[config.mk]
export PLATFORM = sky130hd
export DESIGN_NAME = newton_square_root
export DESIGN_NICKNAME = d
export VERILOG_FILES = /design/src/rtl/nsr_pkg.sv /design/src/rtl/newton_square_root.sv /design/src/rtl/nsr_div.sv
export SDC_FILE = /design/constraint.sdc
export NUM_CORES = 2
export LEC_CHECK = 0
export BUFFER_PORTS_ARGS = -buffer_cell sky130_fd_sc_hd__buf_2
export CAP_MARGIN = 20
export CORE_AREA = 2 2 292 222
export CTS_CLUSTER_SIZE = 40
export DETAILED_ROUTE_END_ITERATION = 12
export DIE_AREA = 0 0 294 224
export PLACE_DENSITY = 0.76
export SLEW_MARGIN = 20
export SYNTH_ARGS = -nofsm -noshare
export SYNTH_HDL_FRONTEND = slang
export SYNTH_SLANG_ARGS = --single-unit
[constraint.sdc]
create_clock -name clk -period 8.3 [get_ports clk]
set_clock_uncertainty 0.05 [all_clocks]
set_input_delay 1.245 -clock clk [delete_from_list [all_inputs] [get_ports clk]]
set_output_delay 1.245 -clock clk [all_outputs]
set_load 0.01 [all_outputs]
[src/rtl/nsr_pkg.sv]
// Shared constants, types and helpers for the Newton square root block.
`default_nettype none

package nsr_pkg;

	// Number format and iteration limits
	localparam int FRAC_BITS = 16;
	localparam int MAX_ITER  = 32;
	localparam int GW        = 48;                 // guess width, raw fixed point
	localparam int XW        = 31;                 // radicand width
	localparam int DVW       = XW + 2 * FRAC_BITS; // dividend width, one quotient bit per cycle
	localparam int DCW       = $clog2(DVW);        // divide bit counter width
	localparam int STW       = 7;                  // step count width
	localparam int ROOTW     = 32;                 // Q16.16 root width
	localparam int IN_DW     = 32;                 // s_tdata width
	localparam int OUT_DW    = 40;                 // m_tdata width

	// Convergence test: |y2 - y1| * TOL_RECIP <= y2
	localparam int TOLW  = 17;
	localparam int DIFFW = 32;                     // any larger difference can never pass
	localparam logic [TOLW-1:0] TOL_RECIP = TOLW'(100000);

	localparam logic [GW-1:0] GUESS_ONE = GW'(1) << FRAC_BITS;

	// Divider sequencer states
	typedef enum logic [1:0] {
		DV_IDLE,
		DV_RUN,
		DV_FIN
	} div_state_t;

	// Main sequencer states
	typedef enum logic [2:0] {
		SQ_IDLE,
		SQ_START,
		SQ_WAIT,
		SQ_DIFF,
		SQ_CMP,
		SQ_OUT
	} seq_state_t;

	// Control into the divider
	typedef struct packed {
		logic start;
	} div_ctl_t;

	// Status back from the divider
	typedef struct packed {
		logic busy;
		logic done;
	} div_stat_t;

	// Convert a raw guess to Q16.16, saturating on overflow
	function automatic logic [ROOTW-1:0] to_q16(input logic [GW-1:0] g);
		logic [63:0] v;
		if (FRAC_BITS >= 16) begin
			v = 64'(g) >> (FRAC_BITS - 16);
		end else begin
			v = 64'(g) << (16 - FRAC_BITS);
		end
		if (v[63:ROOTW] != '0) begin
			to_q16 = '1;
		end else begin
			to_q16 = v[ROOTW-1:0];
		end
	endfunction

endpackage

`default_nettype wire

[src/rtl/newton_square_root.sv]
// Top level: Newton square root sequencer around a shared bit-serial divider.
//
//  port group | dir | payload                                  | beat taken when
//  s_*        | in  | s_tdata[30:0] radicand                   | s_tvalid && s_tready
//  m_*        | out | m_tdata[31:0] root Q16.16, [38:32] steps | m_tvalid && m_tready
//             |     | m_tuser limit_hit                        |
//
// Each Newton step runs through the divider (load, 63 quotient bits, finish), and every
// step after the first is followed by the convergence test; an item takes n steps,
// with n at most MAX_ITER. A zero radicand skips the divider and goes straight to output.
// s_tready is high only while the sequencer is idle; a finished result waits in the
// output register, and the next beat is accepted while it waits.
// A stalled m_tready holds the sequencer only when a second result is ready.
// Reset clears the sequencer and the output valid; no memory needs clearing.
`default_nettype none

module newton_square_root import nsr_pkg::*; (
	input  wire logic              clk,
	input  wire logic              arst_n,
	input  wire logic              s_tvalid,
	output logic                   s_tready,
	input  wire logic [IN_DW-1:0]  s_tdata,   // [30:0] radicand, [31] ignored
	output logic                   m_tvalid,
	input  wire logic              m_tready,
	output logic [OUT_DW-1:0]      m_tdata,   // [31:0] root, [38:32] steps_used, [39] zero fill
	output logic                   m_tuser    // [0] limit_hit
);

	seq_state_t          state_q, state_d;
	logic [XW-1:0]       x_q;
	logic [GW-1:0]       y1_q;
	logic [GW-1:0]       y2_q;
	logic [GW-1:0]       next_q;
	logic [GW-1:0]       cur_q;
	logic [GW-1:0]       diff_q;
	logic [STW-1:0]      steps_q;
	logic                hit_q;

	logic                mvalid_q;
	logic [ROOTW-1:0]    root_q;
	logic [STW-1:0]      ost_q;
	logic                ohit_q;

	div_ctl_t            div_ctl;
	div_stat_t           div_stat;
	logic [GW-1:0]       div_res;

	logic                in_beat;
	logic                in_zero;
	logic                out_load;
	logic                at_limit;
	logic [DIFFW+TOLW-1:0] prod;
	logic                conv;

	nsr_div u_div (
		.clk    (clk),
		.arst_n (arst_n),
		.ctl    (div_ctl),
		.x      (x_q),
		.y      (cur_q),
		.stat   (div_stat),
		.res    (div_res)
	);

	// Convergence test on the registered difference
	always_comb begin
		prod     = (DIFFW + TOLW)'(diff_q[DIFFW-1:0]) * (DIFFW + TOLW)'(TOL_RECIP);
		conv     = (diff_q[GW-1:DIFFW] == '0) && (prod <= (DIFFW + TOLW)'(y2_q));
		at_limit = (steps_q >= STW'(MAX_ITER));
		in_zero  = (s_tdata[XW-1:0] == '0);
	end

	// Next state
	always_comb begin
		state_d = state_q;
		case (state_q)
			SQ_IDLE: begin
				if (s_tvalid) begin
					state_d = in_zero ? SQ_OUT : SQ_START;
				end
			end
			SQ_START: begin
				state_d = SQ_WAIT;
			end
			SQ_WAIT: begin
				if (div_stat.done) begin
					state_d = (steps_q == '0) ? SQ_START : SQ_DIFF;
				end
			end
			SQ_DIFF: begin
				state_d = SQ_CMP;
			end
			SQ_CMP: begin
				state_d = (conv || at_limit) ? SQ_OUT : SQ_START;
			end
			SQ_OUT: begin
				if (!mvalid_q || m_tready) begin
					state_d = SQ_IDLE;
				end
			end
			default: begin
				state_d = SQ_IDLE;
			end
		endcase
	end

	// Handshake and divider strobes
	always_comb begin
		s_tready      = (state_q == SQ_IDLE);
		in_beat       = s_tvalid && s_tready;
		div_ctl.start = (state_q == SQ_START);
		out_load      = (state_q == SQ_OUT) && (!mvalid_q || m_tready);
	end

	always_ff @(posedge clk or negedge arst_n) begin
		if (!arst_n) begin
			state_q  <= SQ_IDLE;
			mvalid_q <= 1'b0;
			steps_q  <= '0;
		end else begin
			state_q <= state_d;
			if (out_load) begin
				mvalid_q <= 1'b1;
			end else if (m_tready) begin
				mvalid_q <= 1'b0;
			end
			if (in_beat) begin
				steps_q <= '0;
			end else if (state_q == SQ_WAIT && div_stat.done) begin
				steps_q <= steps_q + STW'(1);
			end
		end
	end

	// Guess registers: load input and step results; shift or flag limit on a failed test
	always_ff @(posedge clk) begin
		if (in_beat) begin
			x_q    <= s_tdata[XW-1:0];
			y1_q   <= GUESS_ONE;
			cur_q  <= GUESS_ONE;
			next_q <= '0;
			hit_q  <= 1'b0;
		end
		if (state_q == SQ_WAIT && div_stat.done) begin
			if (steps_q == '0) begin
				y2_q  <= div_res;
				cur_q <= div_res;
			end else begin
				next_q <= div_res;
			end
		end
		if (state_q == SQ_DIFF) begin
			diff_q <= (y2_q > y1_q) ? (y2_q - y1_q) : (y1_q - y2_q);
		end
		if (state_q == SQ_CMP && !conv) begin
			if (at_limit) begin
				hit_q <= 1'b1;
			end else begin
				y1_q  <= y2_q;
				y2_q  <= next_q;
				cur_q <= next_q;
			end
		end
	end

	// Output register
	always_ff @(posedge clk) begin
		if (out_load) begin
			root_q <= to_q16(next_q);
			ost_q  <= steps_q;
			ohit_q <= hit_q;
		end
	end

	assign m_tvalid = mvalid_q;
	assign m_tdata  = {{(OUT_DW - ROOTW - STW){1'b0}}, ost_q, root_q};
	assign m_tuser  = ohit_q;

	a_start_when_free: assert property (@(posedge clk) disable iff (!arst_n)
		div_ctl.start |-> !div_stat.busy)
		else $error("divider started while busy");

	a_steps_capped: assert property (@(posedge clk) disable iff (!arst_n)
		steps_q <= STW'(MAX_ITER))
		else $error("step count beyond cap");

	a_limit_at_cap: assert property (@(posedge clk) disable iff (!arst_n)
		(mvalid_q && ohit_q) |-> (ost_q == STW'(MAX_ITER)))
		else $error("limit flag without reaching the cap");

	a_load_needs_room: assert property (@(posedge clk) disable iff (!arst_n)
		out_load |-> (!mvalid_q || m_tready))
		else $error("output register overwritten");

endmodule

`default_nettype wire

[src/rtl/nsr_div.sv]
// Bit-serial restoring divider that computes one Newton step (y + x/y) / 2.
`default_nettype none

module nsr_div import nsr_pkg::*; (
	input  wire logic            clk,
	input  wire logic            arst_n,
	input  wire div_ctl_t        ctl,
	input  wire logic [XW-1:0]   x,
	input  wire logic [GW-1:0]   y,
	output div_stat_t            stat,
	output logic      [GW-1:0]   res
);

	div_state_t       state_q, state_d;
	logic [DCW-1:0]   cnt_q;
	logic [DVW-1:0]   dvd_q;
	logic [GW-1:0]    d_q;
	logic [GW-1:0]    y_q;
	logic [GW-1:0]    r_q;
	logic [GW-1:0]    q_q;
	logic             sat_q;

	logic [GW:0]      rr;
	logic [GW:0]      rr_sub;
	logic             ge;
	logic [GW-1:0]    r_next;
	logic [GW-1:0]    q_fin;
	logic [GW:0]      sum;

	// Shift in the next dividend bit and trial-subtract the divisor
	always_comb begin
		rr     = {r_q, dvd_q[DVW-1]};
		rr_sub = rr - {1'b0, d_q};
		ge     = (rr >= {1'b0, d_q});
		r_next = ge ? rr_sub[GW-1:0] : rr[GW-1:0];
	end

	// Finish the step: saturate the quotient, add the guess, halve
	always_comb begin
		q_fin = sat_q ? '1 : q_q;
		sum   = {1'b0, y_q} + {1'b0, q_fin};
		res   = sum[GW:1];
	end

	// Next state
	always_comb begin
		state_d = state_q;
		case (state_q)
			DV_IDLE: begin
				if (ctl.start) begin
					state_d = DV_RUN;
				end
			end
			DV_RUN: begin
				if (cnt_q == '0) begin
					state_d = DV_FIN;
				end
			end
			DV_FIN: begin
				state_d = DV_IDLE;
			end
			default: begin
				state_d = DV_IDLE;
			end
		endcase
	end

	// Status outputs
	always_comb begin
		stat.busy = (state_q != DV_IDLE);
		stat.done = (state_q == DV_FIN);
	end

	always_ff @(posedge clk or negedge arst_n) begin
		if (!arst_n) begin
			state_q <= DV_IDLE;
		end else begin
			state_q <= state_d;
		end
	end

	// Load operands, then advance one quotient bit per cycle
	always_ff @(posedge clk) begin
		if (state_q == DV_IDLE && ctl.start) begin
			dvd_q <= {x, {(2 * FRAC_BITS){1'b0}}};
			d_q   <= (y == '0) ? GW'(1) : y;
			y_q   <= y;
			r_q   <= '0;
			q_q   <= '0;
			sat_q <= 1'b0;
			cnt_q <= DCW'(DVW - 1);
		end else if (state_q == DV_RUN) begin
			dvd_q <= {dvd_q[DVW-2:0], 1'b0};
			r_q   <= r_next;
			q_q   <= {q_q[GW-2:0], ge};
			sat_q <= sat_q | (ge && (cnt_q >= DCW'(GW)));
			cnt_q <= cnt_q - DCW'(1);
		end
	end

	a_rem_below_divisor: assert property (@(posedge clk) disable iff (!arst_n)
		(state_q == DV_RUN) |-> (r_q < d_q))
		else $error("partial remainder not below divisor");

	a_divisor_nonzero: assert property (@(posedge clk) disable iff (!arst_n)
		(state_q == DV_RUN) |-> (d_q != '0))
		else $error("divisor is zero during divide");

	a_done_after_run: assert property (@(posedge clk) disable iff (!arst_n)
		(state_q == DV_FIN) |-> $past(state_q == DV_RUN))
		else $error("divide finished without running");

endmodule

`default_nettype wire

* Word level (Yosys, flattened, before mapping)
Index checks and enable logic that the tools add are counted.
** Word-level totals
- Word-level logic and storage cells :: 108
- Bits of input ports :: 36
- Bits in registers :: 555
- Output and inout bits :: 43
** Operators by class
- Bitwise logic cells :: 1
- Mux-type cells :: 38
- Reductions and logical operators :: 24
- Multipliers :: 1
- Magnitude comparators :: 5
- Equal/unequal tests :: 12
- Add/sub/neg operators :: 6
** Operator list (count)
- $mux 48 :: 18
- $sub 48x48->48 :: 3
- $mux 63 :: 2
- $mux 64 :: 1
- $add 48x48->49 :: 1
- $ge 49x48->1 :: 1
- $le 49x48->1 :: 1
- $gt 48x48->1 :: 1
- $logic_not 48->1 :: 1
- $mul 32x12->44 const B :: 1
- $reduce_bool 32->1 :: 1
- $logic_not 31->1 :: 1
- $pmux 3 s6 :: 1
- $logic_not 16->1 :: 1
- $mux 3 :: 5
- $mux 7 :: 2
- $add 7x1->7 const B :: 1
- $ge 7x6->1 const B :: 1
- $logic_and 1x1->1 :: 7
- $logic_not 7->1 :: 1
- $eq 3x2->1 const B :: 2
- $eq 3x3->1 const B :: 2
- $ge 6x6->1 const B :: 1
- $logic_not 6->1 :: 1
- other kinds (17) :: 30

* Logic depth before layout (Yosys ltp)
- Word-level depth :: 7
- Gate-level depth with buffers :: 34

* Modules after synthesis
A second synthesis with hierarchy kept.
** Second synthesis, totals
- Cells, all modules :: 4449
- Area, all modules :: 39024.9 µm²
** By module, submodules not included
- newton_square_root :: sequential area each 7712.4 µm², area each 24674.9 µm², cells an instance 2812, instances 1
- nsr_div :: sequential area each 5925.7 µm², area each 14350.0 µm², cells an instance 1637, instances 1

* Least setup slack after synthesis
OpenSTA, ideal clock, no wires.
- Path type :: reg2reg
- Start :: register diff_q[10]
- End :: register cur_q[19]
- Setup time :: 0.121 ns
- Data arrival time :: 7.016 ns
- Stages on the path, launching flop included :: 30
- Setup slack :: 1.113 ns
- Data required time :: 8.129 ns
- Path through :: edfxtp_1 -> ha_1 -> ha_1 -> fa_1 -> fa_1 -> inv_1 -> fa_1 -> inv_1 -> ha_1 -> a21o_1 -> a21o_1 -> a211oi_1 -> o21ai_0 -> a31o_2 -> a21oi_1 -> o31a_1 -> o21ai_0 -> a211oi_1 -> xnor2_1 -> ha_1 -> nand3_1 -> or4_1 -> nor4_1 -> a21oi_1 -> a221oi_2 -> nor3_1 -> buf_2 -> buf_2 -> nor2_1 -> a21oi_1
** On the way
- Word-level cells in the longest chain between the ends :: 6
** RTL lines
- start: declaration :: RTL line newton_square_root.sv:35 : logic [GW-1:0] diff_q;
- start signal: assignment :: RTL line newton_square_root.sv:153 : diff_q <= (y2_q > y1_q) ? (y2_q - y1_q) : (y1_q - y2_q);
- $mul 32x12->44 :: RTL line newton_square_root.sv:67 : prod = (DIFFW + TOLW)'(diff_q[DIFFW-1:0]) * (DIFFW + TOLW)'(TOL_RECIP);
- $le 49x48->1 :: RTL line newton_square_root.sv:68 : conv = (diff_q[GW-1:DIFFW] == '0) && (prod <= (DIFFW + TOLW)'(y2_q));
- $logic_and 1x1->1 :: RTL line newton_square_root.sv:68
- $logic_not 1->1 :: RTL line newton_square_root.sv:155 : if (state_q == SQ_CMP && !conv) begin
- $logic_and 1x1->1 :: RTL line newton_square_root.sv:155
- $mux 48 :: RTL line newton_square_root.sv:155
- end signal: assignment :: RTL line newton_square_root.sv:147 : cur_q <= div_res;
- end signal: assignment :: RTL line newton_square_root.sv:161 : cur_q <= next_q;
- end: declaration :: RTL line newton_square_root.sv:34 : logic [GW-1:0] cur_q;
Every way passes these cells.
A chain may end at the register's enable or synchronous reset.

* Worst setup path in the final report
- Start :: register diff_q[5]
- End :: register cur_q[2]
The elaborated chain is that of the path after synthesis.

==> metrics.csv <==
metric,value,unit
status,completed,
clk_pin_slew_worst_paths,0.07,ns
routed_wl,95.8,mm
gp_congestion,0.970,
drive_gt1_share,8.35,%
layout_min_cycle_time,7.95,ns
root_buffer,clkbuf_16,
async_reset_ff_share,2.34,%
crit_top_cell,inv_1,
cts_tree,built,
ys_seq_elements,555,
cp-startpoint,diff_q[5],
tightest_slew,1.15,ns
grt_max_degree,102,
clockBufferDepth,3,
crit_arrival,8.36,ns
grt_pass1_wl,153,mm
htreeDepth,2,
synthCells,4387,
worstHoldStart,hit_q,
period_share,95.8,%
start_kind,flop,
cpPeakStageDelay,0.53,ns
wl_per_cell,18.4,µm
fill_cells,5097,
placed_cell_area,39600,µm²
end_kind,flop,
report.final.slew_viol_count,0,
cts_buffers,52,
ant_nets,0,
io_pins,79,
track_usage,28.9,%
detail_route.vias_per_cell,5.99,
coreArea,63000,µm²
crit_type,reg2reg,
rows,80,
drt-initial-drc-count,2762,
worst_hold_path_type,reg2reg,
syn_area_per_cell,8.85,µm²
dp_hpwl,72.4,mm
post-place-cells,5082,
maxSlewHeadroom,21.3,%
antenna_found_initial,0,
synthToLayoutAreaGrowth,7.05,%
synthFlopType,dfxtp_1,
fp.dieW,294,µm
fmax,0.126,GHz
setup_viol,0,
rsz0062_at_grt,false,
final_area,41600,µm²
path_max_fanout,57,
antennaDiodeCount,0,
final_nets,4888,
die_area,65900,µm²
yosys_warnings,0,
portBuffers,76,
die_h,224,µm
grt_pass1_vias,28600,
vias,31100,
drc,0,
worstSkewPairLatency,0.62,ns
fin_cells,5193,
cts_sinks,555,
rr_startpoint,diff_q[5],
syn_nets,4945,
overflow,0,
synth-edff-count,246,
hold_viol_final,0,
syn_area,38800,µm²
maxCapViolCount,0,
cts_hold_buf,0,
dr.pass1.iters,9,
ys_types,94,
initial_core_util,61.7,%
worst_ep_required_time,8.71,ns
ys_seq_area_share,35.1,%
fin_setup_tns,0,ns
cpMaxStageDelayCell,fa_1,
==> cell usage after synthesis (all sizes together) (19+ instances only) <==
cell    count  area (µm²)
o21bai     45         349
nand2     527        1980
o31ai      66         500
xnor2     109         955
nor2b      31         194
nor2      213         802
dfxtp     296        5930
edfxtp    246        7390
clkbuf    176         662
nor4       37         231
o21a       35         263
mux2i      64         641
nand2b     42         263
a21oi     363        1830
a21o      142        1070
inv       437        1640
ha        430        5380
fa         92        1840
and3       19         119
nand3     117         586
nor3       47         240
or2        83         519
o211ai     27         208
buf        63         368
nand4      63         400
a211oi     32         240
xor2       84         736
o21ai     288        1440
a31oi      29         188
==> state kept, by name (all words and copies together), names as in the netlist, 3 cells and up <==
| register | cells |
|---|---|
| y2_q | 48 |
| steps_q | 7 |
| root_q | 32 |
| ost_q | 7 |
| u_div.y_q | 48 |
| state_q | 3 |
| y1_q | 48 |
| u_div.d_q | 48 |
| diff_q | 48 |
| x_q | 31 |
| cur_q | 48 |
| u_div.r_q | 48 |
| u_div.q_q | 48 |
| u_div.cnt_q | 6 |
| next_q | 48 |
| u_div.dvd_q | 31 |
==> what timing repair did <==
| item | CTS | global route |
|---|---|---|
| resized for setup | 0 | 26 |
| buffers inserted | 0 | 14 |
| endpoints found under the setup margin | 0 | 146 |
==> critical path, delay by kind of cell, from the launching register on <==
kind / cells / cell delay, ns
buffers and inverters: 6 / 0.60
AO/OA/AOI/OAI: 10 / 1.68
flip-flops: 1 / 0.49
adder cells (fa/ha/maj): 7 / 2.86
AND/OR/NAND/NOR: 8 / 1.91
XOR/XNOR: 1 / 0.10
==> stage by stage <==
step | worst slack (ns) | util [%] | hold WS, ns
finish | 0.348 | 66.0 | 0.392
global route | 0.0181 | 66.0 | 0.392
CTS | 0.0233 | 65.7 | 0.386
detailed placement | 0.0470 | 62.9 | 0.365
global placement | 0.291 | 62.9 | 0.373
floorplan | 1.11 | - | 0.358
==> routing by layer <==
layer	share of wire [%]	global-route usage, %
met1	48	44.0
met2	42	42.4
met3	8.3	5.64
met4	1.8	6.07
met5	0	0
==> path summary, 6_finish.rpt <==
check | end | slack (ns) | cells after the start
worst max-delay path | cur_q[2] | 0.35 | 32
worst min-delay path | m_tuser | 0.39 | 0
worst max register to register | cur_q[2] | 0.35 | 32
worst min register to register | m_tuser | 0.39 | 0
max in group asynchronous | u_div.state_q[1] | 7.49 | 1
min in group asynchronous | steps_q[1] | 0.47 | 1
==> layout by cell type (no fill, tap or decap), drive strengths merged, types with 18 or more instances in the layout <==
cell type and n:
nor3 47, and3 19, edfxtp 246, nand2 527, fa 92, xor2 84
clkinv 18, nor4 37, clkbuf 70, a211oi 32, nor2b 31, mux2i 64
or2 83, o31ai 66, inv 441, nand3 117, o21a 35, a21o 142
a31oi 29, a21oi 363, nand2b 42, nand4 63, o21ai 288, ha 430
dfxtp 296, o21bai 45, xnor2 109, buf 128, nor2 213, o211ai 27
==> cells by family (layout without fill, tap and decap cells) <==
kind of cell    after synthesis  after routing  share of synthesized area, %
simple gates               1221           1221                          14.5
compound gates             1152           1152                          18.8
buf+inv                     676            662                          6.88
flops                       555            555                          35.1
fa+ha+maj                   522            522                          18.6
xor+xnor                    193            193                          4.35
mux                          67             67                          1.74
other cells                   1              1                       0.00966
==> final cells by class <==
class | instances | area [µm²] | share of cell area (%)
Multi-Input combinational cell | 3156 | 22700 | 54.6
Sequential cell | 555 | 13600 | 32.8
Inverter | 437 | 1650 | 3.96
Clock buffer | 70 | 1460 | 3.50
Tap cell | 820 | 1030 | 2.47
Timing Repair Buffer | 128 | 848 | 2.04
Clock inverter | 27 | 258 | 0.620
Power is left out: the tool's default activity adds up to more than one toggle a clock period on the data nets, which glitch-free logic cannot reach.
